--- config.mk ---
export PLATFORM = sky130hd
export DESIGN_NAME = pac_gain_stage
export DESIGN_NICKNAME = d
export VERILOG_FILES = /design/src/rtl/core/pid_angle_controller_assert.svh /design/src/rtl/core/pac_pkg.sv /design/src/rtl/core/pac_gain_stage.sv
export SDC_FILE = /design/constraint.sdc
export NUM_CORES = 2
export LEC_CHECK = 0
export BUFFER_PORTS_ARGS = -buffer_cell sky130_fd_sc_hd__buf_2
export CAP_MARGIN = 20
export CELL_PAD_IN_SITES_DETAIL_PLACEMENT = 1
export CELL_PAD_IN_SITES_GLOBAL_PLACEMENT = 2
export CORE_MARGIN = 2
export CORE_UTILIZATION = 42
export DETAILED_ROUTE_END_ITERATION = 10
export GPL_TIMING_DRIVEN = 1
export PLACE_DENSITY_LB_ADDON = 0.1
export REMOVE_ABC_BUFFERS = 1
export SYNTH_ARGS = -nofsm -noshare
export SYNTH_HDL_FRONTEND = slang
export SYNTH_SLANG_ARGS = --single-unit
export TNS_END_PERCENT = 10
--- constraint.sdc ---
create_clock -name clock -period 8.7 [get_ports clock]
set_input_delay 0.435 -clock clock [delete_from_list [all_inputs] [get_ports clock]]
set_output_delay 0.435 -clock clock [all_outputs]
set_load 0.01 [all_outputs]
--- src/rtl/core/pid_angle_controller_assert.svh ---
// assertion macros for the pid angle controller
// no dependencies; compiled out when SYNTHESIS is defined
`ifndef PID_ANGLE_CONTROLLER_ASSERT_SVH
`define PID_ANGLE_CONTROLLER_ASSERT_SVH
`ifndef SYNTHESIS
`define PAC_ASSERT_IMPLY(label, clk, rst, ante, cons, msg) \
   label: assert property (@(posedge clk) disable iff (rst) (ante) |-> (cons)) \
      else $error(msg);
`define PAC_ASSERT_NEXT(label, clk, rst, ante, cons, msg) \
   label: assert property (@(posedge clk) disable iff (rst) (ante) |=> (cons)) \
      else $error(msg);
`else
`define PAC_ASSERT_IMPLY(label, clk, rst, ante, cons, msg)
`define PAC_ASSERT_NEXT(label, clk, rst, ante, cons, msg)
`endif
`endif

--- src/rtl/core/pac_pkg.sv ---
// shared types, constants and width helpers for the pid angle controller
// no dependencies
package pac_pkg;

   localparam int DATA_W        = 24;
   localparam int GAIN_W        = 24;
   localparam int GAIN_FRAC     = 13;
   localparam int DRIVE_W       = 18;
   localparam int LIMIT_INT     = 500;
   localparam int WRAP_HALF_INT = 180;
   localparam int WRAP_FULL_INT = 360;
   localparam int FRAC_BITS_DEF = 8;
   localparam int ERR_W         = DATA_W + 2;
   localparam int DIF_W         = DATA_W + 1;
   localparam int CSR_INDEX_W   = 3;
   localparam int CSR_DATA_W    = (GAIN_W > DATA_W) ? GAIN_W : DATA_W;

   typedef enum logic [CSR_INDEX_W-1:0] {
      CSR_GAIN_PROP   = 3'd0,
      CSR_GAIN_INTEG  = 3'd1,
      CSR_GAIN_DERIV  = 3'd2,
      CSR_TARGET_TRIM = 3'd3,
      CSR_WRAP_ENABLE = 3'd4,
      CSR_REVERSE_DIR = 3'd5
   } csr_index_type;

   typedef struct packed {
      logic signed [DATA_W-1:0] measured;
      logic signed [DATA_W-1:0] target;
   } req_word_type;

   typedef struct packed {
      logic signed [DRIVE_W-1:0] drive;
      logic                      drive_clipped;
   } rsp_word_type;

   typedef struct packed {
      logic signed [GAIN_W-1:0] gain_prop;
      logic signed [GAIN_W-1:0] gain_integ;
      logic signed [GAIN_W-1:0] gain_deriv;
      logic signed [DATA_W-1:0] target_trim;
      logic                     wrap_enable;
      logic                     reverse_dir;
   } cfg_type;

   function automatic int max_int(input int a, input int b);
      return (a > b) ? a : b;
   endfunction

   function automatic int signed_width(input int magnitude);
      return $clog2(magnitude + 1) + 1;
   endfunction

   function automatic int acc_width(input int frac_bits);
      return max_int(DRIVE_W, signed_width(LIMIT_INT * (1 << frac_bits)));
   endfunction

endpackage

--- src/rtl/core/pac_gain_stage.sv ---
// three gain multipliers with registered products
// depends on pac_pkg
module pac_gain_stage import pac_pkg::*; #(
   parameter int FRAC_BITS = FRAC_BITS_DEF,
   parameter int ACC_W     = acc_width(FRAC_BITS)
) (
   input  logic                           clock,
   input  logic                           reset,
   input  cfg_type                        cfg,
   input  logic                           in_valid,
   output logic                           in_stall,
   input  logic signed [ERR_W-1:0]        in_err,
   input  logic signed [ACC_W-1:0]        in_accum,
   input  logic signed [DIF_W-1:0]        in_diff,
   output logic                           out_valid,
   input  logic                           out_stall,
   output logic signed [GAIN_W+ERR_W-1:0] out_prod_p,
   output logic signed [GAIN_W+ACC_W-1:0] out_prod_i,
   output logic signed [GAIN_W+DIF_W-1:0] out_prod_d
);

   localparam int PP_W = GAIN_W + ERR_W;
   localparam int PI_W = GAIN_W + ACC_W;
   localparam int PD_W = GAIN_W + DIF_W;

   logic                   valid_ff;
   logic signed [PP_W-1:0] prod_p_ff, prod_p_in;
   logic signed [PI_W-1:0] prod_i_ff, prod_i_in;
   logic signed [PD_W-1:0] prod_d_ff, prod_d_in;
   logic                   take;

   assign in_stall = valid_ff && out_stall;
   assign take     = in_valid && !in_stall;

   assign prod_p_in = PP_W'(cfg.gain_prop)  * PP_W'(in_err);
   assign prod_i_in = PI_W'(cfg.gain_integ) * PI_W'(in_accum);
   assign prod_d_in = PD_W'(cfg.gain_deriv) * PD_W'(in_diff);

   always_ff @(posedge clock) begin
      if (reset) begin
         valid_ff <= 1'b0;
      end else if (!in_stall) begin
         valid_ff <= in_valid;
      end
   end

   always_ff @(posedge clock) begin
      if (take) begin
         prod_p_ff <= prod_p_in;
         prod_i_ff <= prod_i_in;
         prod_d_ff <= prod_d_in;
      end
   end

   assign out_valid  = valid_ff;
   assign out_prod_p = prod_p_ff;
   assign out_prod_i = prod_i_ff;
   assign out_prod_d = prod_d_ff;

endmodule

---- Yosys cells after proc, flatten, opt, wreduce, memory -nomap -nowiden ----
Cells that the tools add are included.
operators by class
  multipliers ............................. 3
  reduce and logical (&&, ||, !) cells .... 3
operators with widths
  operator             number
  $mul A24 B26 Y50     1
  $mul A24 B25 Y49     1
  $mul A24 B18 Y42     1
  $logic_and A1 B1 Y1  2
  $logic_not A1 Y1     1
word-level totals
  output and inout port bits .............. 143
  register bits ........................... 142

---- Longest topological paths before layout ----
  depth after elaboration ................. 3
  gate-level depth with buffers ........... 28
  mapped depth without buffers ............ 25

---- Least setup slack after synthesis ----
OpenSTA, ideal clock, no wires.
  path type ............................... input-to-reg
  start ................................... input port out_stall
  end ..................................... register prod_d_ff[0] (netlist: out_prod_d[0]), enable pin
  stages on the path ...................... 2
  slack ................................... 1178 ps
  data required time ...................... 8041 ps
  data arrival time ....................... 6863 ps
  cells stage by stage .................... and2_1 nor2b_1
on the way
  longest elaborated chain between the ends .. 3
ends and longest elaborated chain
  item                  line                  RTL
  from (decl)           pac_gain_stage.sv:16  input logic out_stall,
  $logic_and A1 B1 Y1   pac_gain_stage.sv:32  assign in_stall = valid_ff && out_stall;
  $logic_not A1 Y1      --
  $logic_and A1 B1 Y1   pac_gain_stage.sv:33  assign take = in_valid && !in_stall;
  via take              pac_gain_stage.sv:30  logic take;
  to (signal assigned)  pac_gain_stage.sv:51  prod_d_ff <= prod_d_in;
  to (decl)             pac_gain_stage.sv:29  logic signed [PD_W-1:0] prod_d_ff, prod_d_in;
The timed path passes the listed nets, and every way through them passes these cells.
A chain may end at the register's enable or synchronous reset.

---- Worst setup path after layout ----
  start ................................... input port in_err[25]
  end ..................................... register prod_p_ff[49] (netlist: out_prod_p[49]), data pin
on the way
  longest elaborated chain between the ends .. 1
ends and longest elaborated chain
  item                  line                  RTL
  from (decl)           pac_gain_stage.sv:12  input logic signed [ERR_W-1:0] in_err,
  $mul A24 B26 Y50      pac_gain_stage.sv:35  assign prod_p_in = PP_W'(cfg.gain_prop) * PP_W'(in_err);
  via prod_p_in[49]     pac_gain_stage.sv:27  logic signed [PP_W-1:0] prod_p_ff, prod_p_in;
  to (signal assigned)  pac_gain_stage.sv:49  prod_p_ff <= prod_p_in;
  to (decl)             pac_gain_stage.sv:27
The timed path passes the listed nets, and every way through them passes these cells.

==> results.sh <==
export IMPL_status="complete, no violations"
export IMPL_track_usage=0.240
export IMPL_maxCapViolCount=0
export IMPL_core_area_sq_um=150000
export IMPL_start_util=0.424
export IMPL_worst_hold_path_type="in -> reg"
export IMPL_synth_cell_types=62
export IMPL_crit_end="out_prod_p[49]"
export IMPL_hold_violations=0
export IMPL_syn_inst=6679
export IMPL_ant_nets=0
export IMPL_gp_congestion=0.823
export IMPL_grt_ovfl_total=0
export IMPL_dr_pass1_iters=5
export IMPL_critPathRequiredTime_ns=8.97
export IMPL_worstSetupStartpointType="input pin"
export IMPL_clk_path_buf_depth=2
export IMPL_place_hpwl_mm=148
export IMPL_drc_errors=0
export IMPL_grt_pass1_vias=51300
export IMPL_fp_dieH_um=394
export IMPL_ys_seq_area_frac=0.0667
export IMPL_cpPeakStageDelay_ns=0.72
export IMPL_path_depth=23
export IMPL_fin_crit_ns=7.63
export IMPL_ctsHoldBuffers=0
export IMPL_path_clk_slew_ns=0.07
export IMPL_critPathMaxFanout=24
export IMPL_synthFlopType="edfxtp_1"
export IMPL_preCtsSetupSlack_ns=0.532
export IMPL_numCtsBuffers=17
export IMPL_die_w_um=394
export IMPL_wl_per_cell_um=20.2
export IMPL_max_freq_ghz=0.131
export IMPL_drt_iter0_drc=1531
export IMPL_relSlewSlack=0.351
export IMPL_io_buffers=287
export IMPL_cts_htree_levels=4
export IMPL_worst_pin_slew_ns=0.973
export IMPL_finalMaxSlewViolations=0
export IMPL_rsz0062_at_grt="false"
export IMPL_end_kind="flop"
export IMPL_reg2reg_slack_ns=6.34
export IMPL_worstSkewPairLatency_ns=0.54
export IMPL_crit_buf_inv=5
export IMPL_grt_start_max_net_pins=56
export IMPL_crit_type="in -> reg"
export IMPL_n_fill_cell=17400
export IMPL_reg2reg_from="out_valid"
export IMPL_ys_ff_latch=142
export IMPL_antenna_found_initial=4
export IMPL_rows=142
export IMPL_worst_slack_ns=1.07
export IMPL_fin_nets=8972
export IMPL_skew_ns=0.0217
export IMPL_r2r_cells=4
export IMPL_cp_slowest_cell="fa_1"
export IMPL_vias_per_cell=5.04
export IMPL_avgSynthCellArea_sq_um=9.55
export IMPL_synth_async_sr_flop_share=0
export IMPL_fin_setup_tns_ns=0
export IMPL_cp_cell_sequence="buf_2 -> nand2_1 -> inv_1 -> fa_1 -> fa_1 -> inv_1 -> fa_1 -> inv_1 -> fa_1 -> fa_1 -> fa_1 -> fa_1 -> ha_1 -> nand2_1 -> nor2_1 -> buf_4 -> nand2_1 -> o21bai_1 -> a221o_1 -> a31oi_1 -> o31ai_1 -> a21oi_1 -> xnor2_1"
export IMPL_cts_root_buffer="clkbuf_16"
export IMPL_finalSetupViolations=0
export IMPL_grt_first_pass_wirelength_mm=290
export IMPL_worst_hold_slack_ns=0.0651
export IMPL_ys_warn_count=0
export IMPL_syn_area_sq_um=63800
export IMPL_die_area_sq_um=155000
export IMPL_drt_wl_total_mm=177
export IMPL_cts_resized=0
export IMPL_post_cts_buffers=0
export IMPL_fin_util=0.449
export IMPL_finalCritPeriodShare=0.877
export IMPL_cp_arrival_ns=7.90
export IMPL_num_vias=44100
export IMPL_cts_sinks=142
export IMPL_cts_tree="yes"
export IMPL_worstSetupStartpoint="in_err[25]"
export IMPL_synth_edff_count=141
export IMPL_io_pin_count=314
export IMPL_area_growth_pct=5.78
export IMPL_cp_top_family="adder cells"
export IMPL_cpMostUsedCell="fa_1"
export IMPL_reg2reg_to="out_prod_p[2]"
export IMPL_drive_gt1_frac=0.0539
-- Yosys cell counts (3+ instances only) --
library cell	n	share of area
a211oi_1	17	0.0020
a21boi_0	3	0.00035
a21o_1	49	0.0058
a21oi_1	133	0.010
a221oi_1	3	0.00041
a311oi_1	4	0.00055
a31oi_1	9	0.00088
and2_1	714	0.070
and3_1	15	0.0015
and4_1	8	0.0011
buf_1	3	0.00018
clkbuf_1	298	0.018
edfxtp_1	141	0.066
fa_1	1705	0.54
ha_1	379	0.074
inv_1	1704	0.10
nand2_1	940	0.055
nand2b_1	45	0.0044
nand3_1	22	0.0017
nand3b_1	3	0.00035
nand4_1	14	0.0014
nor2_1	102	0.0060
nor2b_1	11	0.0011
nor3_1	15	0.0012
nor3b_1	3	0.00035
o211ai_1	12	0.0014
o21a_1	16	0.0019
o21ai_0	77	0.0060
o21bai_1	24	0.0028
o31a_1	4	0.00055
o31ai_1	8	0.00094
or2_2	3	0.00029
or3_1	4	0.00039
xnor2_1	114	0.016
xor2_1	39	0.0054
-- final cells by class --
| class | count | area (sq um) | area share |
|---|---|---|---|
| Clock inverter | 15 | 173 | 0.00256 |
| Timing Repair Buffer | 320 | 1680 | 0.0250 |
| Sequential cell | 142 | 4250 | 0.0631 |
| Tap cell | 2016 | 2520 | 0.0374 |
| Inverter | 1704 | 6400 | 0.0948 |
| Antenna cell | 1 | 2.50 | 0.0000371 |
| Clock buffer | 17 | 425 | 0.00631 |
| Multi-Input combinational cell | 4532 | 52000 | 0.771 |
-- worst register-to-register path: stages, from the launching register on --
cell,delay [ns]
dfxtp_1,0.31
and2_1,0.18
nor2b_4,0.11
buf_4,0.50
buf_4,0.72
-- state kept, by name (all words and copies together) (netlist names) --
name and count:
out_prod_p 50, out_prod_d 49, out_prod_i 42, out_valid 1
-- cells in the final DEF (no fill, tap or decap), types with 7 or more instances in the layout --
master        n
o211ai_1     12
nor2_1      102
o21ai_0      76
inv_1      1704
o21a_1       16
xor2_1       39
and4_1        8
and3_1       15
nand4_1      14
a21o_1       49
ha_1        379
nor3_1       15
and2_1      714
o21bai_1     24
edfxtp_1    141
inv_6         7
o31ai_1       8
buf_2       287
nor2b_1      10
a211oi_1     17
xnor2_1     114
fa_1       1705
a31oi_1       9
a21oi_1     133
clkbuf_16    17
nand2b_1     45
nand2_1     940
buf_4        33
nand3_1      22
-- per-layer routing --
layer | vias up | GRT usage | share of wire
li1 | 19300 | - | -
met1 | 24000 | 0.315 | 0.43
met2 | 602 | 0.427 | 0.52
met3 | 153 | 0.0222 | 0.026
met4 | 0 | 0.0604 | 0.025
met5 | - | 0 | 0
-- cell families after synthesis --
| group | after synthesis | share of synthesized area |
|---|---|---|
| DFF | 142 | 0.0667 |
| buffers and inverters | 2005 | 0.118 |
| adders and majority gates | 2084 | 0.610 |
| and+or+nand+nor | 1904 | 0.146 |
| xor gates and xnor gates | 153 | 0.0210 |
| AOI/OAI and AO/OA | 391 | 0.0390 |
-- how the worst min path moves through the flow --
| stage | startpoint | to | cells after the start |
|---|---|---|---|
| 2_1_floorplan | reset | out_valid | 1 |
| 3_3_place_gp | reset | out_valid | 2 |
| 3_5_place_dp | reset | out_valid | 2 |
| 4_1_cts | reset | out_valid | 2 |
| 5_1_grt | reset | out_valid | 2 |
| 6_report | reset | out_valid | 2 |
-- stage by stage --
step | cell area (sq um) | cells
after floorplan | 62600 | 6378
final | 67500 | 8747
after global placement | 66900 | 8713
after detailed placement | 66900 | 8714
after global routing | 67500 | 8747
after CTS | 67500 | 8746
Power is not shown: default switching activity piles up to over one toggle a cycle in this logic, so the estimate is an artifact.
