$ cat src/rtl/core/pid_angle_controller_assert.svh
// assertion macros for the pid angle controller
// no dependencies; compiled out when SYNTHESIS is defined
`ifndef PID_ANGLE_CONTROLLER_ASSERT_SVH
`define PID_ANGLE_CONTROLLER_ASSERT_SVH
`ifndef SYNTHESIS
`define PAC_ASSERT_IMPLY(label, clk, rst, ante, cons, msg) \
   label: assert property (@(posedge clk) disable iff (rst) (ante) |-> (cons)) \
      else $error(msg);
`define PAC_ASSERT_NEXT(label, clk, rst, ante, cons, msg) \
   label: assert property (@(posedge clk) disable iff (rst) (ante) |=> (cons)) \
      else $error(msg);
`else
`define PAC_ASSERT_IMPLY(label, clk, rst, ante, cons, msg)
`define PAC_ASSERT_NEXT(label, clk, rst, ante, cons, msg)
`endif
`endif

$ cat src/rtl/core/pac_pkg.sv
// shared types, constants and width helpers for the pid angle controller
// no dependencies
package pac_pkg;

   localparam int DATA_W        = 24;
   localparam int GAIN_W        = 24;
   localparam int GAIN_FRAC     = 13;
   localparam int DRIVE_W       = 18;
   localparam int LIMIT_INT     = 500;
   localparam int WRAP_HALF_INT = 180;
   localparam int WRAP_FULL_INT = 360;
   localparam int FRAC_BITS_DEF = 8;
   localparam int ERR_W         = DATA_W + 2;
   localparam int DIF_W         = DATA_W + 1;
   localparam int CSR_INDEX_W   = 3;
   localparam int CSR_DATA_W    = (GAIN_W > DATA_W) ? GAIN_W : DATA_W;

   typedef enum logic [CSR_INDEX_W-1:0] {
      CSR_GAIN_PROP   = 3'd0,
      CSR_GAIN_INTEG  = 3'd1,
      CSR_GAIN_DERIV  = 3'd2,
      CSR_TARGET_TRIM = 3'd3,
      CSR_WRAP_ENABLE = 3'd4,
      CSR_REVERSE_DIR = 3'd5
   } csr_index_type;

   typedef struct packed {
      logic signed [DATA_W-1:0] measured;
      logic signed [DATA_W-1:0] target;
   } req_word_type;

   typedef struct packed {
      logic signed [DRIVE_W-1:0] drive;
      logic                      drive_clipped;
   } rsp_word_type;

   typedef struct packed {
      logic signed [GAIN_W-1:0] gain_prop;
      logic signed [GAIN_W-1:0] gain_integ;
      logic signed [GAIN_W-1:0] gain_deriv;
      logic signed [DATA_W-1:0] target_trim;
      logic                     wrap_enable;
      logic                     reverse_dir;
   } cfg_type;

   function automatic int max_int(input int a, input int b);
      return (a > b) ? a : b;
   endfunction

   function automatic int signed_width(input int magnitude);
      return $clog2(magnitude + 1) + 1;
   endfunction

   function automatic int acc_width(input int frac_bits);
      return max_int(DRIVE_W, signed_width(LIMIT_INT * (1 << frac_bits)));
   endfunction

endpackage

$ cat src/rtl/core/pac_error_stage.sv
// error, angle wrap, clamped integral and measurement difference
// depends on pac_pkg
module pac_error_stage import pac_pkg::*; #(
   parameter int FRAC_BITS = FRAC_BITS_DEF,
   parameter int ACC_W     = acc_width(FRAC_BITS)
) (
   input  logic                    clock,
   input  logic                    reset,
   input  cfg_type                 cfg,
   input  logic                    in_valid,
   output logic                    in_stall,
   input  req_word_type            in_word,
   output logic                    out_valid,
   input  logic                    out_stall,
   output logic signed [ERR_W-1:0] out_err,
   output logic signed [ACC_W-1:0] out_accum,
   output logic signed [DIF_W-1:0] out_diff
);

   localparam int FULL_W = signed_width(WRAP_FULL_INT * (1 << FRAC_BITS));
   localparam int XW     = max_int(ERR_W, FULL_W) + 1;
   localparam int SW     = max_int(ACC_W, ERR_W) + 1;
   localparam logic signed [XW-1:0] HALF_X = XW'(WRAP_HALF_INT * (1 << FRAC_BITS));
   localparam logic signed [XW-1:0] FULL_X = XW'(WRAP_FULL_INT * (1 << FRAC_BITS));
   localparam logic signed [SW-1:0] LIM_S  = SW'(LIMIT_INT * (1 << FRAC_BITS));

   logic                    valid_ff;
   logic signed [ACC_W-1:0] accum_ff, accum_in;
   logic signed [DATA_W-1:0] prev_ff;
   logic signed [ERR_W-1:0] err_ff, err_in;
   logic signed [DIF_W-1:0] diff_ff, diff_in;
   logic signed [ERR_W-1:0] raw_err;
   logic signed [XW-1:0]    raw_x, wrap_x;
   logic signed [SW-1:0]    acc_sum, acc_clamp;
   logic                    take;

   assign in_stall = valid_ff && out_stall;
   assign take     = in_valid && !in_stall;

   assign raw_err = ERR_W'(in_word.target) + ERR_W'(cfg.target_trim)
                    - ERR_W'(in_word.measured);
   assign raw_x   = XW'(raw_err);

   always_comb begin
      wrap_x = raw_x;
      if (cfg.wrap_enable) begin
         if (raw_x > HALF_X) begin
            wrap_x = raw_x - FULL_X;
         end else if (raw_x < -HALF_X) begin
            wrap_x = raw_x + FULL_X;
         end
      end
   end

   assign err_in  = wrap_x[ERR_W-1:0];
   assign acc_sum = SW'(accum_ff) + SW'(err_in);

   always_comb begin
      acc_clamp = acc_sum;
      if (acc_sum > LIM_S) begin
         acc_clamp = LIM_S;
      end else if (acc_sum < -LIM_S) begin
         acc_clamp = -LIM_S;
      end
   end

   assign accum_in = acc_clamp[ACC_W-1:0];
   assign diff_in  = DIF_W'(in_word.measured) - DIF_W'(prev_ff);

   always_ff @(posedge clock) begin
      if (reset) begin
         valid_ff <= 1'b0;
         accum_ff <= '0;
         prev_ff  <= '0;
      end else begin
         if (!in_stall) begin
            valid_ff <= in_valid;
         end
         if (take) begin
            accum_ff <= accum_in;
            prev_ff  <= in_word.measured;
         end
      end
   end

   always_ff @(posedge clock) begin
      if (take) begin
         err_ff  <= err_in;
         diff_ff <= diff_in;
      end
   end

   assign out_valid = valid_ff;
   assign out_err   = err_ff;
   assign out_accum = accum_ff;
   assign out_diff  = diff_ff;

endmodule

$ cat config.mk
export PLATFORM = sky130hd
export DESIGN_NAME = pac_error_stage
export DESIGN_NICKNAME = d
export VERILOG_FILES = /design/src/rtl/core/pid_angle_controller_assert.svh /design/src/rtl/core/pac_pkg.sv /design/src/rtl/core/pac_error_stage.sv
export SDC_FILE = /design/constraint.sdc
export NUM_CORES = 1
export LEC_CHECK = 0
export BUFFER_PORTS_ARGS = -buffer_cell sky130_fd_sc_hd__buf_2
export CAP_MARGIN = 20
export CORE_MARGIN = 3
export CORE_UTILIZATION = 40
export DETAILED_ROUTE_END_ITERATION = 16
export GPL_ROUTABILITY_DRIVEN = 1
export PLACE_DENSITY = 0.72
export SLEW_MARGIN = 5
export SYNTH_ARGS = -nofsm -noshare
export SYNTH_HDL_FRONTEND = slang
export SYNTH_SLANG_ARGS = --single-unit
$ cat constraint.sdc
create_clock -name clock -period 11 [get_ports clock]
set_input_delay 2.2 -clock clock [delete_from_list [all_inputs] [get_ports clock]]
set_output_delay 2.2 -clock clock [all_outputs]
set_load 0.03 [all_outputs]
Word-level counts from Yosys, hierarchy flattened. Cells that the tools add are included.

Bits in registers: 94. Word-level logic and storage cells: 23. Output and inout bits: 71. Input bits: 150.

$lt $le $gt $ge: 4. Reductions and logical operators: 3. Add/subtract/negate cells: 6. Multiplexer cells: 5.

Operator list (number): 26-bit 2-to-1 mux (3); 18-bit 2-to-1 mux (2); 18-bit by 26-bit adder with 27-bit output (1); 27-bit by 18-bit > comparator with 1-bit output, second input constant (1); 27-bit by 18-bit less-than comparator with 1-bit output, second input constant (1); 26-bit by 18-bit adder with 26-bit output, second input constant (1); 26-bit by 17-bit > comparator with 1-bit output, second input constant (1); 26-bit by 17-bit less-than comparator with 1-bit output, second input constant (1); 25-bit by 24-bit subtractor with 26-bit output (1); 26-bit by 18-bit subtractor with 26-bit output, second input constant (1); 24-bit by 24-bit adder with 25-bit output (1); 24-bit by 24-bit subtractor with 25-bit output (1); 1-bit logical AND (2); 1-bit zero test (1).

Depth between registers and ports, before layout. Gate-level depths: netlist of the first run.

Word-level depth: 10. Mapped depth: 31.

Least setup slack after synthesis of the first run. Ideal clock, no wire load.

Kind: input-to-reg. Start: input cfg[17] in the netlist's numbering. End: register accum_ff[0], in the netlist out_accum[0]. Arrival: 8.681 ns. Setup time: 0.060 ns. Path buffers: 2. Stages on the path: 29. Path slack: 2.258 ns. Cell sequence: inv_1 > fa_1 > inv_1 > ha_1 > buf_2 > a21oi_1 > o21ai_1 > a31o_2 > a31o_2 > or3_1 > and2_4 > or3b_4 > o41ai_4 > buf_6 > mux2i_1 > nand2_1 > xnor2_1 > ha_1 > a2111oi_0 > o21ai_1 > o2111ai_1 > nand3_1 > a41oi_1 > xnor2_1 > or4_1 > nor3_2 > a31oi_2 > nor4b_4 > a22o_1.

Word-level cells in the longest chain between the ends: 10. Elaborated cells on any way between the ends: 14. Those cells by class: add/sub: 5; order compare: 4; mux: 5.

Ends and longest elaborated chain: start: declaration (line pac_error_stage.sv:9) `input cfg_type cfg,`; 24-bit by 24-bit adder with 25-bit output (*) (line pac_error_stage.sv:40) `assign raw_err = ERR_W'(in_word.target) + ERR_W'(cfg.target_trim)`; 25-bit by 24-bit subtractor with 26-bit output (*) (line pac_error_stage.sv:41) `- ERR_W'(in_word.measured);`; 26-bit by 18-bit adder with 26-bit output / 26-bit by 17-bit less-than comparator with 1-bit output (equally long branches) (line pac_error_stage.sv:50, pac_error_stage.sv:49); 26-bit 2-to-1 mux (line pac_error_stage.sv:49) `end else if (raw_x < -HALF_X) begin`; 26-bit 2-to-1 mux (line pac_error_stage.sv:47) `if (raw_x > HALF_X) begin`; 26-bit 2-to-1 mux (*) (line pac_error_stage.sv:46) `if (cfg.wrap_enable) begin`; net wrap_x[16] (line pac_error_stage.sv:33) `logic signed [XW-1:0] raw_x, wrap_x;`; 18-bit by 26-bit adder with 27-bit output (*) (line pac_error_stage.sv:56) `assign acc_sum = SW'(accum_ff) + SW'(err_in);`; 27-bit by 18-bit less-than comparator with 1-bit output (line pac_error_stage.sv:62) `end else if (acc_sum < -LIM_S) begin`; 18-bit 2-to-1 mux (line pac_error_stage.sv:62); 18-bit 2-to-1 mux (*) (line pac_error_stage.sv:60) `if (acc_sum > LIM_S) begin`; end signal: assignment (line pac_error_stage.sv:80) `accum_ff <= accum_in;`; end: declaration (line pac_error_stage.sv:28) `logic signed [ACC_W-1:0] accum_ff, accum_in;`.

The timed path passes the listed nets; every way through them passes the cells marked *. A chain may end at the register's enable or synchronous reset.

Final worst setup path of the first run.
Start: input cfg[3] in the netlist's numbering. End: register accum_ff[0], in the netlist out_accum[0].

The elaborated chain is that of the path after synthesis.

==> results of run 1 <==
[worst max path at each step]
| stage | endpoint | cells after the start |
|---|---|---|
| floorplan | out_accum[0]$_SDFFE_PP0P_ | 29 |
| global placement | out_accum[9]$_SDFFE_PP0P_ | 27 |
| detailed placement | out_accum[0]$_SDFFE_PP0P_ | 27 |
| CTS | out_accum[0]$_SDFFE_PP0P_ | 27 |
| global route | out_accum[5]$_SDFFE_PP0P_ | 27 |
| finish | out_accum[0]$_SDFFE_PP0P_ | 27 |
[cells by family after synthesis]
kind of cell | after synthesis | share of synthesized area (%)
compound gates | 304 | 23.6
xor+xnor | 71 | 7.06
fa+ha+maj | 107 | 17.2
buf+inv | 178 | 7.63
flops | 94 | 26.9
mux | 5 | 0.576
simple gates | 303 | 17.0
[stage by stage]
step                setup WS [ns]  util [%]
floorplan                    2.26         -
global placement             1.01      46.2
detailed placement          0.992      46.2
CTS                          1.31      47.5
global route                0.691      47.5
finish                       1.16      47.5
[per-layer routing]
metal  global-route usage (%)  up-vias  share of wire, %
li1                         -     4060                 -
met4                     4.50        0               1.6
met1                     25.5     3760                47
met5                        0        -                 0
met3                     3.06       31               5.7
met2                     29.7      236                46
[critical path: stages]
cell and delay (ns):
buf_2 0.07, inv_1 0.04, fa_1 0.60, inv_1 0.06, ha_1 0.30, a211oi_1 0.11, o21ai_1 0.24, and3_1 0.31
o21ai_1 0.14, o311ai_1 0.74, or3b_4 0.49, o41ai_4 0.82, mux2i_1 0.27, nand2_1 0.08, xnor2_1 0.32, ha_1 0.37
a2111oi_0 0.42, o21ai_1 0.15, o2111ai_1 0.15, nand3_1 0.12, a41oi_1 0.23, xnor2_1 0.10, or4_1 0.53, nor3_2 0.15
a31oi_2 0.23, nor4b_4 0.65, a22o_1 0.22
[layout by cell type (no fill, tap or decap), drive strengths merged, types with 26 or more instances in the layout]
cell type  synthesis  routed
a21oi             82      82
fa                26      26
ha                81      81
xnor2             48      48
nand3             36      36
edfxtp            51      51
o21ai             56      56
dfxtp             43      43
buf                6     151
nand2            101     101
inv              150     151
nor2              53      53
a21o              26      26
[state kept, by name, indices dropped and copies added, names as in the netlist]
signal / count
out_accum: 18
out_err: 26
prev_ff: 24
out_valid: 1
out_diff: 25
[layout make-up]
type | instances | area, µm²
multi-input cells | 790 | 5840
clock inverters | 5 | 36.3
clock buffers | 11 | 233
flip-flops and latches | 94 | 2390
repair buffers | 151 | 766
inverters | 150 | 563
well taps | 275 | 344
fillers | 2077 | 11200
[power breakdown]
part	switching, mW	internal [mW]
logic	0.912	0.533
clock network	0.139	0.154
registers	0.0330	0.454
total	1.08	1.14
==> key figures, run 1 <==
Logic synthesis
  • Flop and latch count out of synthesis: 94
  • Synth cell count leaders: inv_1, nand2_1, ha_1
  • Post-synthesis sequential area ratio: 26.9%
  • Synthesized Nets: about 1,300
  • Top_reg_cell synth: edfxtp_1
  • Yosys cell types: 85
  • Top post-synthesis cells by area: edfxtp_1, ha_1, dfxtp_1
  • Synth Warn #: 0
  • Count leader, synth: inv_1
  • Post-Synthesis Cells: between 1,000 and 1,500
  • EDFF count, synth: 51
  • Leading area contributor after synthesis: edfxtp_1
  • Post-synthesis area per instance: 8.39 µm²
  • Async SR Flop Fraction: 0%
  • Share of the synthesized area in the top cell type: 17.2%
  • Post-Syn Area: slightly below 9000 µm²

Timing
  • Relative slew margins: between 30 and 40%
  • Max-slew violations: 0
  • Clock skew: between 0.01 and 0.015 ns
  • Final period util: roughly nine tenths
  • Unrepaired setup endpoints after global routing: false
  • Achievable Freq: a little over 100 MHz
  • Post-Route Setup TNS: 0 ns
  • Hold slack: between 0.4 and 0.5 ns
  • Setup violators final: 0
  • Fin crit period: 9.84 ns
  • Final hold viol count: 0
  • Worst-Margin Slew: about 0.96 ns

Worst hold path
  • Worst Hold Depth: 2
  • Worst Hold Class: reg -> reg
  • Worst Hold End: prev_ff[20]$_SDFFE_PP0P_
  • Hold_sp: prev_ff[20]$_SDFFE_PP0P_

Routing
  • Routed via count: approximately 8,000
  • Drt first pass iters: 6
  • Total detailed-routing wirelength: about 23,000 µm
  • Via/cell ratio: approximately 5.5
  • Average routed wire per standard cell: 15.5 µm
  • # DRC: 0
  • Initial drt markers: roughly 460
  • Post-DRT Antenna Nets: 0

GRT
  • Vias in the first global route: 7,474
  • First-pass GRT wire length: approximately 37,000 µm
  • GRT Overall Usage: between 10% and 20%
  • Largest net degree at the start of global routing: 52
  • Initial antenna violation count: 0
  • Gr ovfl total: 0

Placed design
  • GP Congestion: just over 0.9
  • Placement Cell Area: between 9000 and 10,000 µm²
  • Final HPWL DP: approximately 18,000 µm
  • Port Buffers: roughly 150
  • Placed cells: ~1,500

Setup path
  • Startpoint Class: input port
  • CP Max Fanout: 15
  • Crit Path Class: in -> reg
  • CP Launch Point: cfg[3]
  • Reg2reg start: out_accum[0]$_SDFFE_PP0P_
  • Worst reg2reg endpoint: out_accum[0]$_SDFFE_PP0P_
  • Crit end category: flip-flop
  • Worst endpoint data arrival time: approximately 10 ns
  • Worst reg2reg path depth: 13
  • Reg2Reg Setup Slack: between 6 and 7 ns
  • Req. time, crit path: between 10 and 15 ns

Power and ir drop
  • Worst VDD drop: 0.0957 mV
  • Leakage power: 4.59 nW
  • Pwr dens: ~220 nW/µm²
  • Design Power: 2.22 mW

CTS
  • Total CTS buffers: 9
  • CTS tree: yes
  • Clock Tree Buf Depth: 2
  • Hold Buf Count CTS: 0
  • Worst-path clk slew: around 0.070 ns
  • CTS resizes: 0
  • H-tree levels: 3
  • Worst-Skew Late Latency: 0.35 ns
  • CTS Sinks: between 90 and 100
  • Post-CTS Setup Bufs: 0
  • Root Buffer: clkbuf_16

Finish
  • Share of post-route cells with drive strength above 1: about 17%
  • Layout Cells excl Fill: between 1,000 and 1,500
  • Area grow syn2layout: 14.2%
  • Final Cell Area: 10,200 µm²
  • # diodes: 0
  • Fin nets: 1,453

Outcome
  • Status: finished clean

Floorplan
  • DIE WIDTH: approximately 160 µm
  • Total die area: between 20,000 and 25,000 µm²
  • Chip Height: about 160 µm
  • Number of cell rows: 53
  • Initial core utilization: roughly two fifths
  • Core area: approximately 21,000 µm²
  • # IOs: roughly 220

Job
  • Max Cap Viol: 0
Power figures use the tool's default switching activity.
==> inputs of run 2 (changes only) <==
--- a/config.mk
+++ b/config.mk
@@ -7,6 +7,7 @@
 export LEC_CHECK = 0
 export BUFFER_PORTS_ARGS = -buffer_cell sky130_fd_sc_hd__buf_2
 export CAP_MARGIN = 20
+export CORE_ASPECT_RATIO = 1.1
 export CORE_MARGIN = 3
 export CORE_UTILIZATION = 40
 export DETAILED_ROUTE_END_ITERATION = 16
==> run 2 against run 1 <==
Hold slack better by 0.00062 ns. Flip-flop and latch count unchanged. Setup slack improved by 0.15 ns. Power up 0.63%. Utilization fell by 0.16 points. First-iteration DRC count fell by 13%. Wire length decreased by 0.56%. Combinational power is essentially flat. Critical endpoint is now out_accum[4]$_SDFFE_PP0P_. Highest routed layer is now met5.
==> key figures, run 2 (synthesis gave the netlist of run 1 again) <==
Setup path
  • Req. time, crit path: 11.29 ns
  • Crit Path Class: in -> reg
  • Crit end category: flip-flop
  • CP Max Fanout: 10
  • Reg2reg start: out_accum[0]$_SDFFE_PP0P_
  • Worst endpoint data arrival time: ~10 ns
  • Startpoint Class: input port
  • CP Launch Point: cfg[3]

Routing
  • Drt first pass iters: 5
  • Routed via count: roughly 8,000
  • Total detailed-routing wirelength: roughly 23,000 µm
  • Average routed wire per standard cell: about 15 µm
  • Initial drt markers: 401
  • # DRC: 0
  • Post-DRT Antenna Nets: 0
  • Via/cell ratio: approximately 5.4

Power and ir drop
  • Pwr dens: 219 nW/µm²
  • Worst VDD drop: between 0.09 and 0.1 mV
  • Design Power: 2.24 mW
  • Leakage power: roughly 4.6 nW

Finish
  • Most common cell after layout, fill and taps aside: inv_1
  • # diodes: 0
  • Fin nets: roughly 1,500
  • Final-layout fill cell count: between 2,000 and 2,500
  • Most frequent cells in the layout: inv_1, buf_2, nand2_1
  • Multi-input logic area: approximately 6000 µm²
  • Max reg flops: 26
  • Share of post-route cells with drive strength above 1: ~17%
  • Storage cell area: around 2400 µm²
  • Final Cell Area: 10,200 µm²
  • Area grow syn2layout: 14.6%

Placed design
  • Port Buffers: between 100 and 150
  • Final HPWL DP: between 15,000 and 20,000 µm
  • Placement Cell Area: 9930 µm²
  • GP Congestion: a little under 0.9

Floorplan
  • Core area: roughly 22,000 µm²
  • DIE WIDTH: 148 µm
  • Number of cell rows: 56
  • Chip Height: roughly 160 µm
  • Initial core utilization: between 40% and 50%
  • Total die area: between 20,000 and 25,000 µm²
  • # IOs: 221

Worst hold path
  • Hold_sp: prev_ff[20]$_SDFFE_PP0P_
  • Worst Hold Class: reg -> reg

Timing
  • Clock skew: 0.00830 ns
  • Fin crit period: just under 10 ns
  • Final hold viol count: 0
  • Hold slack: roughly 0.46 ns
  • Final period util: a little under 90%
  • Achievable Freq: around 100 MHz
  • Relative slew margins: around 36%
  • Setup violators final: 0
  • Worst-Margin Slew: 0.954 ns
  • Max-slew violations: 0
  • Post-Route Setup TNS: 0 ns
  • Unrepaired setup endpoints after global routing: false

GRT
  • First-pass GRT wire length: between 30,000 and 40,000 µm
  • Initial antenna violation count: 1
  • GRT Overall Usage: between 10% and 20%
  • Gr ovfl total: 0
  • Largest net degree at the start of global routing: 53
  • Vias in the first global route: between 7,000 and 8,000

CTS
  • Post-CTS Setup Bufs: 0
  • Worst-Skew Late Latency: 0.36 ns
  • Clock Tree Buf Depth: 2
  • CTS resizes: 0
  • Total CTS buffers: 9
  • Hold Buf Count CTS: 0
  • H-tree levels: 3
  • CTS Sinks: 94
  • Worst-path clk slew: around 0.07 ns
  • CTS tree: yes
  • Root Buffer: clkbuf_16

Outcome
  • Status: finished clean

Job
  • Max Cap Viol: 0
[run 2: changes by cell type in the layout (fill, tap and decap cells not counted), sizes merged]
cell      previous run  this run
clkinv               1         3
buf                151       152
clkinvlp             3         1
[run 2: area by class of cell]
| type | count | area share, % |
|---|---|---|
| clock inverters | 5 | 0.318 |
| inverters | 150 | 5.51 |
| flip-flops and latches | 94 | 23.4 |
| multi-input cells | 790 | 57.2 |
| clock buffers | 11 | 2.47 |
| well taps | 290 | 3.55 |
| repair buffers | 152 | 7.57 |
[run 2: per-stage QoR]
step,std cells,util (%),setup slack [ns]
after floorplan,1062,-,2.26
after global placement,1476,46.0,1.16
after detailed placement,1476,46.0,1.10
after CTS,1492,47.3,1.43
after global routing,1492,47.3,0.702
final,1492,47.3,1.32
[run 2: worst paths after layout]
kind	endpoint	slack, ns	depth (start not counted)
hold reg to reg	prev_ff[20]$_SDFFE_PP0P_	0.46	2
setup reg to reg	out_accum[4]$_SDFFE_PP0P_	6.69	13
setup / recovery	out_accum[4]$_SDFFE_PP0P_	1.32	28
hold / removal	prev_ff[20]$_SDFFE_PP0P_	0.46	2
[run 2: critical path, stage by stage]
cell,delay [ns]
buf_2,0.08
inv_1,0.04
fa_1,0.59
inv_1,0.06
ha_1,0.30
a211oi_1,0.37
o21ai_1,0.18
and3_1,0.25
o31ai_2,0.31
xnor2_1,0.35
a2111oi_0,0.17
or4b_1,0.64
o41ai_4,0.50
a31oi_2,0.23
nand2_1,0.18
xnor2_1,0.22
ha_1,0.38
a2111oi_0,0.39
o21ai_1,0.15
o2111ai_1,0.16
nand3_1,0.13
a41oi_1,0.23
xnor2_1,0.10
or4_1,0.52
nor3_2,0.14
a31oi_2,0.24
nor4b_4,0.62
a22o_1,0.23
[run 2: power breakdown]
| part | switching (mW) | total, mW | internal, mW | leakage (nW) |
|---|---|---|---|---|
| clock network | 0.142 | 0.307 | 0.166 | 0.142 |
| registers | 0.0316 | 0.486 | 0.454 | 0.846 |
| logic | 0.912 | 1.45 | 0.533 | 3.63 |
| total | 1.09 | 2.24 | 1.15 | 4.61 |
[run 2: metal layers]
metal / track usage, % / routed length (µm) / up-vias
li1: - / - / 4071
met5: 0 / 13 / -
met2: 31.1 / 10600 / 211
met4: 5.54 / 455 / 2
met3: 2.98 / 1260 / 36
met1: 24.1 / 10400 / 3698
